`src/rrts_pkg.sv`:
```
// rrts_pkg: command codes, queue membership codes, list selects and unlink
// follow-up modes shared by the round-robin task scheduler; no dependencies
package rrts_pkg;

	// command kinds carried in s_tuser
	localparam logic [2:0] K_CREATE  = 3'd0;
	localparam logic [2:0] K_REMOVE  = 3'd1;
	localparam logic [2:0] K_SUSPEND = 3'd2;
	localparam logic [2:0] K_RESUME  = 3'd3;
	localparam logic [2:0] K_ASYNC   = 3'd4;
	localparam logic [2:0] K_SCHED   = 3'd5;
	localparam logic [2:0] K_POLL    = 3'd6;

	// queue membership of a task slot
	localparam logic [1:0] M_NONE = 2'd0;
	localparam logic [1:0] M_RUN  = 2'd1;
	localparam logic [1:0] M_WAIT = 2'd2;

	// list select for head, tail and empty registers
	localparam logic L_RUN  = 1'b0;
	localparam logic L_WAIT = 1'b1;

	// follow-up after an unlink
	localparam logic [1:0] MODE_NONE = 2'd0;
	localparam logic [1:0] MODE_PP   = 2'd1;
	localparam logic [1:0] MODE_APP  = 2'd2;

	typedef logic [2:0] kind_t;

endpackage

```
`src/round_robin_task_scheduler.sv`:
```
// round_robin_task_scheduler: run and wait queues kept as doubly linked
// lists in two link memories (forward, back); depends on rrts_pkg
//
// Usage: one command item enters on the s_ group (s_tuser = kind,
// s_tdata = task slot) and exactly one result item leaves on the m_ group.
// s_tready is high while the sequencer is idle; the item is then worked
// through a sequence of link-memory read and write steps, each memory
// with one synchronous read port and one write port. Reads are only
// issued in steps that write nothing, and every write of an earlier
// step has landed before a later read, so no forwarding is needed.
// A pending drain walks the wait queue and moves each marked task to
// the head of the run queue, visiting at most MAX_TASKS entries.
// The result sits in an output register; the next item is accepted
// while it waits, and the sequencer holds its last step while the
// register is still full and m_tready is low.
// Reset empties both queues, clears all pending marks and the resume flag.
module round_robin_task_scheduler #(
	parameter int MAX_TASKS = 16
) (
	input  logic                clk,
	input  logic                arst_n,
	input  logic                s_tvalid,
	output logic                s_tready,
	input  logic [7:0]          s_tdata,   // [3:0] task_id, [7:4] zero
	input  rrts_pkg::kind_t     s_tuser,   // [2:0] kind
	output logic                m_tvalid,
	input  logic                m_tready,
	output logic [7:0]          m_tdata    // [0] next_valid, [4:1] next_task,
	                                       // [5] run_nonempty, [6] on_run, [7] ignored
);
	import rrts_pkg::*;

	localparam int IW = $clog2(MAX_TASKS);
	localparam int CW = IW + 1;

	localparam logic [3:0] ST_IDLE = 4'd0;
	localparam logic [3:0] ST_DEC  = 4'd1;
	localparam logic [3:0] ST_U_RD = 4'd2;
	localparam logic [3:0] ST_U_AP = 4'd3;
	localparam logic [3:0] ST_P1   = 4'd4;
	localparam logic [3:0] ST_P2   = 4'd5;
	localparam logic [3:0] ST_A1   = 4'd6;
	localparam logic [3:0] ST_A2   = 4'd7;
	localparam logic [3:0] ST_D_CK = 4'd8;
	localparam logic [3:0] ST_D_RD = 4'd9;
	localparam logic [3:0] ST_D_EV = 4'd10;
	localparam logic [3:0] ST_S_CK = 4'd11;
	localparam logic [3:0] ST_FIN  = 4'd12;

	logic [3:0]    state_q;
	kind_t         kind_q;
	logic [IW-1:0] t_q;
	logic          in_range_q;
	logic [IW-1:0] cur_q;
	logic          ul_q;
	logic          pp_q;
	logic [1:0]    mode_q;
	logic          drain_q;
	logic [IW-1:0] it_q;
	logic          more_q;
	logic [CW-1:0] cnt_q;
	logic          flag_q;
	logic          nv_q;
	logic [3:0]    ntask_q;
	logic          ign_q;

	logic [IW-1:0] head_q [2];
	logic [IW-1:0] tail_q [2];
	logic          empty_q [2];
	logic [1:0]    memb_q [MAX_TASKS];
	logic          pend_q [MAX_TASKS];

	logic          out_vld_q;
	logic [7:0]    out_q;

	// link memories
	logic [IW-1:0] fwd_mem [MAX_TASKS];
	logic [IW-1:0] back_mem [MAX_TASKS];
	logic [IW-1:0] fwd_rd, back_rd;
	logic          rd_en;
	logic          fwd_we, back_we;
	logic [IW-1:0] fwd_wa, fwd_wd, back_wa, back_wd;

	logic          at_head, at_tail, out_load;
	logic [IW-1:0] tid_cut;
	logic          tid_ok;

	assign s_tready = (state_q == ST_IDLE);
	assign m_tvalid = out_vld_q;
	assign m_tdata  = out_q;
	assign tid_cut  = IW'(s_tdata[3:0]);
	assign tid_ok   = (32'(s_tdata[3:0]) < MAX_TASKS);
	assign at_head  = (head_q[ul_q] == cur_q);
	assign at_tail  = (tail_q[ul_q] == cur_q);
	assign out_load = (state_q == ST_FIN) && (!out_vld_q || m_tready);
	assign rd_en    = (state_q == ST_U_RD) || (state_q == ST_D_RD);

	// link write port selection per step
	always_comb begin
		fwd_we  = 1'b0;
		back_we = 1'b0;
		fwd_wa  = cur_q;
		fwd_wd  = cur_q;
		back_wa = cur_q;
		back_wd = cur_q;
		case (state_q)
			ST_U_AP: begin
				if (!empty_q[ul_q] && !at_head && !at_tail) begin
					fwd_we  = 1'b1;
					fwd_wa  = back_rd;
					fwd_wd  = fwd_rd;
					back_we = 1'b1;
					back_wa = fwd_rd;
					back_wd = back_rd;
				end
			end
			ST_P1: begin
				back_we = 1'b1;
				fwd_we  = 1'b1;
				fwd_wd  = empty_q[pp_q] ? cur_q : head_q[pp_q];
			end
			ST_P2: begin
				back_we = 1'b1;
				back_wa = head_q[pp_q];
			end
			ST_A1: begin
				fwd_we  = 1'b1;
				back_we = 1'b1;
				back_wd = empty_q[L_RUN] ? cur_q : tail_q[L_RUN];
			end
			ST_A2: begin
				fwd_we = 1'b1;
				fwd_wa = tail_q[L_RUN];
			end
			default: ;
		endcase
	end

	// forward link memory
	always_ff @(posedge clk) begin
		if (fwd_we) fwd_mem[fwd_wa] <= fwd_wd;
		if (rd_en) fwd_rd <= fwd_mem[cur_q];
	end

	// back link memory
	always_ff @(posedge clk) begin
		if (back_we) back_mem[back_wa] <= back_wd;
		if (rd_en) back_rd <= back_mem[cur_q];
	end

	// command sequencer
	always_ff @(posedge clk or negedge arst_n) begin
		if (!arst_n) begin
			state_q    <= ST_IDLE;
			kind_q     <= K_CREATE;
			t_q        <= '0;
			in_range_q <= 1'b0;
			cur_q      <= '0;
			ul_q       <= L_RUN;
			pp_q       <= L_RUN;
			mode_q     <= MODE_NONE;
			drain_q    <= 1'b0;
			it_q       <= '0;
			more_q     <= 1'b0;
			cnt_q      <= '0;
			flag_q     <= 1'b0;
			nv_q       <= 1'b0;
			ntask_q    <= '0;
			ign_q      <= 1'b0;
			for (int i = 0; i < 2; i++) begin
				head_q[i]  <= '0;
				tail_q[i]  <= '0;
				empty_q[i] <= 1'b1;
			end
			for (int i = 0; i < MAX_TASKS; i++) begin
				memb_q[i] <= M_NONE;
				pend_q[i] <= 1'b0;
			end
		end else begin
			unique case (state_q)
				ST_IDLE: begin
					if (s_tvalid) begin
						kind_q     <= s_tuser;
						t_q        <= tid_cut;
						cur_q      <= tid_cut;
						in_range_q <= tid_ok;
						nv_q       <= 1'b0;
						ntask_q    <= '0;
						ign_q      <= 1'b0;
						drain_q    <= 1'b0;
						mode_q     <= MODE_NONE;
						state_q    <= ST_DEC;
					end
				end
				ST_DEC: begin
					if (!in_range_q && kind_q <= K_ASYNC) begin
						ign_q   <= 1'b1;
						state_q <= ST_FIN;
					end else begin
						unique case (kind_q) inside
							K_CREATE: begin
								if (memb_q[t_q] != M_NONE) begin
									ign_q   <= 1'b1;
									state_q <= ST_FIN;
								end else begin
									memb_q[t_q] <= M_RUN;
									pp_q        <= L_RUN;
									state_q     <= ST_P1;
								end
							end
							K_REMOVE: begin
								memb_q[t_q] <= M_NONE;
								if (memb_q[t_q] == M_RUN) begin
									ul_q    <= L_RUN;
									state_q <= ST_U_RD;
								end else if (memb_q[t_q] == M_WAIT) begin
									ul_q    <= L_WAIT;
									state_q <= ST_U_RD;
								end else begin
									ign_q   <= 1'b1;
									state_q <= ST_FIN;
								end
							end
							K_SUSPEND: begin
								if (memb_q[t_q] == M_RUN) begin
									memb_q[t_q] <= M_WAIT;
									ul_q        <= L_RUN;
									pp_q        <= L_WAIT;
									mode_q      <= MODE_PP;
									state_q     <= ST_U_RD;
								end else begin
									ign_q   <= 1'b1;
									state_q <= ST_FIN;
								end
							end
							K_RESUME: begin
								if (memb_q[t_q] == M_WAIT) begin
									memb_q[t_q] <= M_RUN;
									pend_q[t_q] <= 1'b0;
									ul_q        <= L_WAIT;
									pp_q        <= L_RUN;
									mode_q      <= MODE_PP;
									state_q     <= ST_U_RD;
								end else begin
									ign_q   <= 1'b1;
									state_q <= ST_FIN;
								end
							end
							K_ASYNC: begin
								pend_q[t_q] <= 1'b1;
								flag_q      <= 1'b1;
								state_q     <= ST_FIN;
							end
							K_SCHED, K_POLL: begin
								if (flag_q) begin
									flag_q  <= 1'b0;
									drain_q <= 1'b1;
									it_q    <= head_q[L_WAIT];
									more_q  <= !empty_q[L_WAIT];
									cnt_q   <= '0;
									state_q <= ST_D_CK;
								end else begin
									state_q <= ST_S_CK;
								end
							end
							default: begin
								ign_q   <= 1'b1;
								state_q <= ST_FIN;
							end
						endcase
					end
				end
				ST_U_RD: state_q <= ST_U_AP;
				ST_U_AP: begin
					if (!empty_q[ul_q]) begin
						if (at_head && at_tail) empty_q[ul_q] <= 1'b1;
						else if (at_head) head_q[ul_q] <= fwd_rd;
						else if (at_tail) tail_q[ul_q] <= back_rd;
					end
					if (mode_q == MODE_PP) state_q <= ST_P1;
					else if (mode_q == MODE_APP) state_q <= ST_A1;
					else state_q <= ST_FIN;
				end
				ST_P1: begin
					if (empty_q[pp_q]) begin
						head_q[pp_q]  <= cur_q;
						tail_q[pp_q]  <= cur_q;
						empty_q[pp_q] <= 1'b0;
						state_q       <= drain_q ? ST_D_CK : ST_FIN;
					end else begin
						state_q <= ST_P2;
					end
				end
				ST_P2: begin
					head_q[pp_q] <= cur_q;
					state_q      <= drain_q ? ST_D_CK : ST_FIN;
				end
				ST_A1: begin
					if (empty_q[L_RUN]) begin
						head_q[L_RUN]  <= cur_q;
						tail_q[L_RUN]  <= cur_q;
						empty_q[L_RUN] <= 1'b0;
						state_q        <= ST_FIN;
					end else begin
						state_q <= ST_A2;
					end
				end
				ST_A2: begin
					tail_q[L_RUN] <= cur_q;
					state_q       <= ST_FIN;
				end
				ST_D_CK: begin
					if (more_q && cnt_q < CW'(MAX_TASKS)) begin
						cur_q   <= it_q;
						state_q <= ST_D_RD;
					end else begin
						drain_q <= 1'b0;
						state_q <= ST_S_CK;
					end
				end
				ST_D_RD: state_q <= ST_D_EV;
				ST_D_EV: begin
					more_q <= (cur_q != tail_q[L_WAIT]);
					it_q   <= fwd_rd;
					cnt_q  <= cnt_q + 1'b1;
					if (pend_q[cur_q]) begin
						pend_q[cur_q] <= 1'b0;
						memb_q[cur_q] <= M_RUN;
						ul_q          <= L_WAIT;
						pp_q          <= L_RUN;
						mode_q        <= MODE_PP;
						state_q       <= ST_U_AP;
					end else begin
						state_q <= ST_D_CK;
					end
				end
				ST_S_CK: begin
					if (kind_q == K_SCHED && !empty_q[L_RUN]) begin
						cur_q   <= head_q[L_RUN];
						ul_q    <= L_RUN;
						mode_q  <= MODE_APP;
						nv_q    <= 1'b1;
						ntask_q <= 4'(head_q[L_RUN]);
						state_q <= ST_U_RD;
					end else begin
						state_q <= ST_FIN;
					end
				end
				ST_FIN: begin
					if (out_load) state_q <= ST_IDLE;
				end
				default: state_q <= ST_IDLE;
			endcase
		end
	end

	// result register
	always_ff @(posedge clk or negedge arst_n) begin
		if (!arst_n) begin
			out_vld_q <= 1'b0;
			out_q     <= '0;
		end else begin
			if (out_load) begin
				out_vld_q <= 1'b1;
				out_q     <= {ign_q, in_range_q && (memb_q[t_q] == M_RUN),
					!empty_q[L_RUN], ntask_q, nv_q};
			end else if (m_tready) begin
				out_vld_q <= 1'b0;
			end
		end
	end

	// a picked task implies a non-empty run queue
	a_pick_nonempty: assert property (@(posedge clk) disable iff (!arst_n)
		(m_tvalid && m_tdata[0]) |-> m_tdata[5])
		else $error("picked task with empty run queue");

	// one item in flight: accept drops ready in the next cycle
	a_one_item: assert property (@(posedge clk) disable iff (!arst_n)
		(s_tvalid && s_tready) |=> !s_tready)
		else $error("second item accepted while busy");

	// drain walk stays bounded
	a_drain_bound: assert property (@(posedge clk) disable iff (!arst_n)
		drain_q |-> (cnt_q <= CW'(MAX_TASKS)))
		else $error("drain walk exceeded slot count");

	// read steps never write the link memories
	a_rd_no_wr: assert property (@(posedge clk) disable iff (!arst_n)
		rd_en |-> (!fwd_we && !back_we))
		else $error("link read overlaps a write");

endmodule
```
`config.mk`:
```
export PLATFORM = sky130hd
export DESIGN_NAME = round_robin_task_scheduler
export DESIGN_NICKNAME = d
export VERILOG_FILES = /design/src/rrts_pkg.sv /design/src/round_robin_task_scheduler.sv
export SDC_FILE = /design/constraint.sdc
export NUM_CORES = 1
export LEC_CHECK = 0
export ABC_AREA = 1
export BUFFER_PORTS_ARGS = -buffer_cell sky130_fd_sc_hd__buf_2
export CAP_MARGIN = 25
export CORE_UTILIZATION = 45
export DETAILED_ROUTE_END_ITERATION = 6
export SLEW_MARGIN = 20
export SYNTH_ARGS = -nofsm -noshare
export SYNTH_HDL_FRONTEND = slang
export SYNTH_SLANG_ARGS = --single-unit
```
`constraint.sdc`:
```
create_clock -name clk -period 2.85 [get_ports clk]
set_input_delay 0.285 -clock clk [delete_from_list [all_inputs] [get_ports clk]]
set_output_delay 0.285 -clock clk [all_outputs]
set_load 0.05 [all_outputs]
```
## Yosys cells after proc, flatten, opt, wreduce, memory -nomap -nowiden

Memory sizes are Yosys's and may differ from the RTL's. A register that Yosys moved wholly into a read port is not among the register bits.
Index checks and enable logic that the tools add are counted.

| storage, ports and cells | value |
|---|---|
| output and inout bits | 10 |
| memories | 2 |
| memory bits (writable) | 128 |
| word-level logic and storage cells | 372 |
| flip-flop bits (word level) | 113 |

Memories:

| memory | words | width | read ports | clocked after memory_dff | write ports | RTL line | RTL |
|---|---|---|---|---|---|---|---|
| back_mem | 16 | 4 | 1 | 1 | 1 | round_robin_task_scheduler.sv:78 | `logic [IW-1:0] back_mem [MAX_TASKS];` |
| fwd_mem | 16 | 4 | 1 | 1 | 1 | round_robin_task_scheduler.sv:77 | `logic [IW-1:0] fwd_mem [MAX_TASKS];` |

| cells by class | value |
|---|---|
| reductions and logical operators | 61 |
| multiplexer cells | 164 |
| $add $sub $neg | 1 |
| eq/ne operators | 54 |
| $lt $le $gt $ge | 10 |
| bitwise logic cells | 24 |

Operators by type and width:

| cell | number |
|---|---|
| 2-to-1 mux 32 bit | 5 |
| 2-to-1 mux 4 bit | 36 |
| case mux 32 bit (4 select lines) | 1 |
| AND 16 bit | 5 |
| inverter 16 bit | 5 |
| 2-to-1 mux 8 bit | 9 |
| OR 16 bit | 4 |
| case mux 16 bit (2 select lines) | 2 |
| case mux 32 bit (2 select lines) | 1 |
| case mux 4 bit (2 select lines) | 7 |
| case mux 4 bit (13 select lines) | 1 |
| 2-to-1 mux 16 bit | 3 |
| 2-to-1 mux 1 bit | 44 |
| AND reduction 6 bit | 6 |
| != test 2 bit, second input constant | 17 |
| AND 32 bit | 1 |
| bitwise mux 8 bit | 4 |
| inverter 32 bit | 1 |
| case mux 4 bit (4 select lines) | 2 |
| 2-to-1 mux 2 bit | 15 |
| case mux 4 bit (3 select lines) | 2 |
| equality test 4 bit, second input constant | 5 |
| != test 4 bit, second input constant | 5 |
| case mux 4 bit (5 select lines) | 1 |
| 55 further kinds | 132 |

## Longest topological paths before layout

| depth | value |
|---|---|
| depth in word-level cells | 12 |
| gate-level depth with buffers | 17 |
| gate-level depth less buffers | 16 |

## Worst setup path before layout

Ideal clock, no wire load.

| path | value |
|---|---|
| kind | register -> register |
| from | register t_q[0] |
| to | register memb_q[11] in the netlist's numbering |
| setup time | 0.121 ns |
| arrival | 2.365 ns |
| data required time | 2.729 ns |
| stages on the path, launching flop included | 17 |
| path slack | 0.364 ns |
| cells stage by stage | dfrtp_1 -> inv_1 -> nand2_1 -> clkbuf_1 -> o22ai_1 -> o21ai_0 -> nand4_1 -> ha_1 -> inv_1 -> nand2_1 -> a21oi_1 -> nor2_4 -> and3_1 -> buf_6 -> buf_6 -> nand2_1 -> o21ai_2 |

| on the way | value |
|---|---|
| word-level cells in the longest chain between the ends | 11 |
| elaborated cells between the ends (all ways) | 27 |

Ends and longest elaborated chain:

| element | RTL line | RTL |
|---|---|---|
| from (decl) | round_robin_task_scheduler.sv:52 | `logic [IW-1:0] t_q;` |
| from (signal assigned) | round_robin_task_scheduler.sv:184 | `t_q <= tid_cut;` |
| inverter 4 -> 5 bit (not written as such) (*) | -- |  |
| >= comparator 5 bit (not written as such) / less-than comparator 5 x 1 -> 1 bit (equally long branches) | -- |  |
| logical AND 1 bit (not written as such) | -- |  |
| 2-to-1 mux 2 bit (not written as such) | -- |  |
| demux 2 bit (select 4 bit) | -- |  |
| inverter 16 bit (no source line) | -- |  |
| AND 16 bit (no source line) | -- |  |
| 2-to-1 mux 32 bit, on equally long branches | round_robin_task_scheduler.sv:237, round_robin_task_scheduler.sv:202 |  |
| case mux 32 bit (4 select lines) | round_robin_task_scheduler.sv:200 | `unique case (kind_q) inside` |
| 2-to-1 mux 32 bit | round_robin_task_scheduler.sv:196 | `if (!in_range_q && kind_q <= K_ASYNC) begin` |
| case mux 32 bit (2 select lines) | round_robin_task_scheduler.sv:180 | `unique case (state_q)` |
| to (signal, indexed assignment) | round_robin_task_scheduler.sv:176 | `memb_q[i] <= M_NONE;` |
| to (signal, indexed assignment) | round_robin_task_scheduler.sv:206 | `memb_q[t_q] <= M_RUN;` |
| to (signal, indexed assignment) | round_robin_task_scheduler.sv:238 | `memb_q[t_q] <= M_RUN;` |
| to (decl) | round_robin_task_scheduler.sv:70 | `logic [1:0] memb_q [MAX_TASKS];` |

Mark *: on every way between the ends. The rest lies on a longest branch, timed or not. The select of a mux whose other input is x is not followed.
A chain may end at the register's enable or synchronous reset.

## Final worst setup path

| path | value |
|---|---|
| from | register ul_q |
| to | memory back_mem[4][2] in the netlist's numbering, enable pin |

| on the way | value |
|---|---|
| word-level cells in the longest chain between the ends | 12 |
| elaborated cells between the ends (all ways) | 23 |

Ends and longest elaborated chain:

| element | RTL line | RTL |
|---|---|---|
| from (decl) | round_robin_task_scheduler.sv:55 | `logic ul_q;` |
| from (signal assigned) | round_robin_task_scheduler.sv:159 | `ul_q <= L_RUN;` |
| from (signal assigned) | round_robin_task_scheduler.sv:214 | `ul_q <= L_RUN;` |
| from (signal assigned) | round_robin_task_scheduler.sv:217 | `ul_q <= L_WAIT;` |
| inverter 1 -> 2 bit (not written as such) (*) | round_robin_task_scheduler.sv:93, round_robin_task_scheduler.sv:94, round_robin_task_scheduler.sv:108 |  |
| 2-to-1 mux 4 bit (not written as such) (3 in series) | round_robin_task_scheduler.sv:93 | `assign at_head = (head_q[ul_q] == cur_q);` |
| equality test 4 bit | round_robin_task_scheduler.sv:93 |  |
| logical NOT 1 bit | round_robin_task_scheduler.sv:108 | `if (!empty_q[ul_q] && !at_head && !at_tail) begin` |
| logical AND 1 bit | round_robin_task_scheduler.sv:108 |  |
| logical AND 1 bit (*) | round_robin_task_scheduler.sv:108 |  |
| 2-to-1 mux 1 bit | round_robin_task_scheduler.sv:108 |  |
| case mux 1 bit (2 select lines) | round_robin_task_scheduler.sv:106 | `case (state_q)` |
| 2-to-1 mux 1 bit | round_robin_task_scheduler.sv:147 | `if (back_we) back_mem[back_wa] <= back_wd;` |
| 2-to-1 mux 1 bit (not written as such) | round_robin_task_scheduler.sv:147 |  |
| to (decl) | round_robin_task_scheduler.sv:78 |  |

Marks and branches as above.

==> flow_summary_export.csv <==
group,metric,value,unit
outcome,status,"completed",
worst_hold_path,min_delay_path_depth,3,
logic_synthesis,yosysTopAreaCell,"edfxtp_1",
place,dp_hpwl,26500,µm
clock_tree,cts.htree.levels,1,
worst_setup_path,crit_path_cell_trace,"clkinvlp_4 > clkbuf_4 > nand2_1 > nand3_1 > nand2_1 > nand2_1 > inv_1 > nand2_1 > nand3_1 > nand2_1 > nand2_1 > nor2_1 > nand3_1 > nor2_2",
clock_tree,clockBufferDepth,3,
die,rows,62,
global_route,antenna_found_initial,0,
die,core_region_area,28900,µm²
worst_setup_path,startpoint_type,"flop",
logic_synthesis,synth.ff_latch_count,249,
power_and_ir_drop,combPwrFrac,47.4,%
worst_setup_path,cp-end-kind,"flop",
worst_setup_path,critPathMaxStageDelay,400,ps
final_layout,area_delta_synth_final,15.4,%
worst_setup_path,regToRegSetupSlack,40,ps
die,die_x,174,µm
power_and_ir_drop,clkPwrFrac,20.3,%
worst_setup_path,cp.required,3090,ps
global_route,grt_pass1_vias,11065,
routing,drt_wl_total,38700,µm
final_layout,fillers,2666,
sta,final_hold_viol_count,0,
worst_setup_path,cp_max_fo,6,
die,dieArea,30300,µm²
logic_synthesis,async_flop_share,45.4,%
sta,slew_headroom,30.3,%
worst_setup_path,cp-endpoint,"back_mem[4][2]",
global_route,grt_max_degree,62,
routing,drtIter0Drc,1152,
logic_synthesis,synthCells,1537,
final_layout,instances_no_fill,2007,
logic_synthesis,synth.area.top_cells,"edfxtp_1 (31%), dfrtp_1 (21%), nand2_1 (8.1%), inv_1 (4.7%), o21ai_0 (4.5%)",
worst_setup_path,rr_worst_depth,14,
clock_tree,cts-root-buf,"clkbuf_16",
global_route,grt_pass1_wl,60800,µm
clock_tree,cts_tree,"built",
place,port_buffers,20,
final_layout,multiInputGateArea,5650,µm²
logic_synthesis,syn_nets,1557,
clock_tree,numCtsBuffers,28,
logic_synthesis,yosysWarnings,0,
final_layout,drive_gt1_share,15.3,%
logic_synthesis,ys_seq_area_share,51.9,%
power_and_ir_drop,p_int,9620,µW
routing,wire_per_inst,19.3,µm
die,pin_count,25,
routing,vias,11561,
worst_hold_path,hold_class,"in2reg",
global_route,grtUsageTotal,25.4,%
logic_synthesis,synth.distinct_cells,52,
routing,final_antenna_net_count,0,
die,die_h,174,µm
sta,post-route-period-util,98.5,%
power_and_ir_drop,power_density,1140,nW/µm²
worst_setup_path,cp.arrival,3050,ps
sta,slew_violations,0,
logic_synthesis,synth.most_common_cell,"nand2_1",
clock_tree,path_clk_slew,60,ps
place,dp_cells,1943,
power_and_ir_drop,p_switching,7920,µW
sta,timing.fmax,0.356,GHz
routing,routed_via_density,5.76,
logic_synthesis,avgSynthCellArea,8.67,µm²
logic_synthesis,synthDominantCellAreaShare,30.7,%
run,drv_cap,0,
worst_setup_path,crit_path_top_delay_cell,"dfrtp_1",
final_layout,num-nets-final,1621,
sta,fin_crit,2810,ps
sta,fin_skew,9.18,ps
die,initial_core_util,46.0,%
final_layout,regArea,6920,µm²
clock_tree,clk_latency,560,ps
worst_setup_path,crit_start,"ul_q",
worst_setup_path,critPathKind,"reg2reg",
place,gp_congestion,0.900,
sta,rsz0062_at_grt,"true",
sta,tightestPinTransition,1040,ps
final_layout,diodes,0,
clock_tree,cts_num_sinks,249,
logic_synthesis,ys_top_cells_by_count,"nand2_1 (288), inv_1 (166), nor2_1 (141), edfxtp_1 (136), o21ai_0 (121)",
power_and_ir_drop,ir_worst_vdd,0.658,mV
worst_setup_path,cp_common_cell,"nand2_1",
logic_synthesis,ys.flop_type,"edfxtp_1",
routing,dr.pass1.iters,6,
worst_setup_path,r2r_start,"ul_q",
power_and_ir_drop,p_leak,0.00601,µW
power_and_ir_drop,p_seq_share,32.3,%
routing,drc,0,
worst_setup_path,rr_endpoint,"back_mem[4][2]",
final_layout,fin_util,53.1,%
power_and_ir_drop,switching_share,45.1,%
global_route,grt-ovfl-total,0,
logic_synthesis,synth_edf_count,136,
logic_synthesis,netlist_area,13300,µm²
sta,setup_viol,0,
cell type report:
type                       count  area share (%)
timing repair buffer          95            4.82
inverter                     178            4.37
multi-input combinational   1049            36.8
tap                          384            3.12
clock buffer                  32            4.78
sequential                   249            45.0
clock inverter                20            1.15
flip-flops by register name (all words and copies together) (netlist names), 2 cells and up, named ones only:
name / flops
ntask_q: 4
kind_q: 3
mode_q: 2
m_tdata: 8
back_mem: 64
t_q: 4
empty_q: 2
cnt_q: 5
back_rd: 4
memb_q: 31
cur_q: 4
tail_q: 8
head_q: 8
state_q: 4
fwd_rd: 4
fwd_mem: 64
it_q: 4
critical path, delay by kind of cell, from the launching register on:
family / cells / cell delay, ps
simple gates: 11 / 1700
flops: 1 / 400
buf+inv: 3 / 380
what timing repair did:
action                     CTS  global route
hold buffers                 5             0
setup buffers                0             5
hold endpoints to repair    61             0
gates cloned                 0             2
pin swaps                    1             8
gates resized for setup      0            69
setup endpoints to repair    1           182
layout by cell type (no fill, tap or decap), types with 8 or more instances in the layout:
master / Yosys / layout
nand4_1: 14 / 14
o22ai_1: 25 / 25
nor3_1: 48 / 48
clkinv_2: 0 / 11
nand2_1: 288 / 279
nor2_4: 9 / 21
buf_2: 10 / 19
or4_1: 8 / 8
a21oi_1: 99 / 98
nand3_1: 64 / 60
a211oi_1: 14 / 14
buf_4: 2 / 65
o21ai_0: 121 / 118
inv_1: 166 / 163
o211ai_1: 12 / 12
o21ai_2: 22 / 22
nor2_1: 141 / 110
edfxtp_1: 136 / 136
inv_2: 10 / 12
o31ai_1: 23 / 23
clkbuf_16: 0 / 28
nand2_2: 3 / 11
a22oi_1: 72 / 72
o21ai_1: 19 / 22
dfrtp_1: 111 / 109
nor2_2: 6 / 27
a31oi_1: 18 / 18
stage by stage:
stage,power [µW],hold WS [ps],cell area [µm²],setup slack [ps],TNS [ps]
2_1_floorplan,10800,-10.6,13300,364,0
3_3_place_gp,13500,437,14200,30.7,0
3_5_place_dp,13600,441,14200,9.02,0
4_1_cts,17200,13.7,15100,0.230,0
5_1_grt,18600,34.1,15400,-104,-3180
6_report,17500,28.0,15400,43.2,0
how the worst min path moves through the flow:
stage / startpoint / end / slack [ps]
floorplan: arst_n / async pin / -10
global placement: arst_n / cnt_q[0] / 440
detailed placement: arst_n / cnt_q[0] / 440
CTS: s_tdata[1] / t_q[1] / 10
global route: s_tdata[1] / t_q[1] / 30
finish: s_tdata[0] / t_q[0] / 30
layer usage:
metal,GRT usage (%),share of wire [%]
met4,7.93,3.1
met3,3.22,7.0
met1,36.6,45
met5,0,0
met2,39.9,45
cell families after synthesis:
kind of cell / count (synthesis) / synth area share [%]
and+or+nand+nor: 588 / 19.0
AOI/OAI and AO/OA: 449 / 21.0
DFF: 249 / 51.9
buffers and inverters: 241 / 7.28
adders and majority gates: 5 / 0.470
xor gates and xnor gates: 3 / 0.197
muxes: 2 / 0.160
power groups by stage:
stage	Sequential, µW	Clock, µW	Combinational, µW
2_1_floorplan	5660	0	5170
3_3_place_gp	5670	0	7790
3_5_place_dp	5690	0	7880
4_1_cts	5630	3620	7920
5_1_grt	5740	3760	9130
6_report	5660	3560	8320
Power figures use the tool's default switching activity.
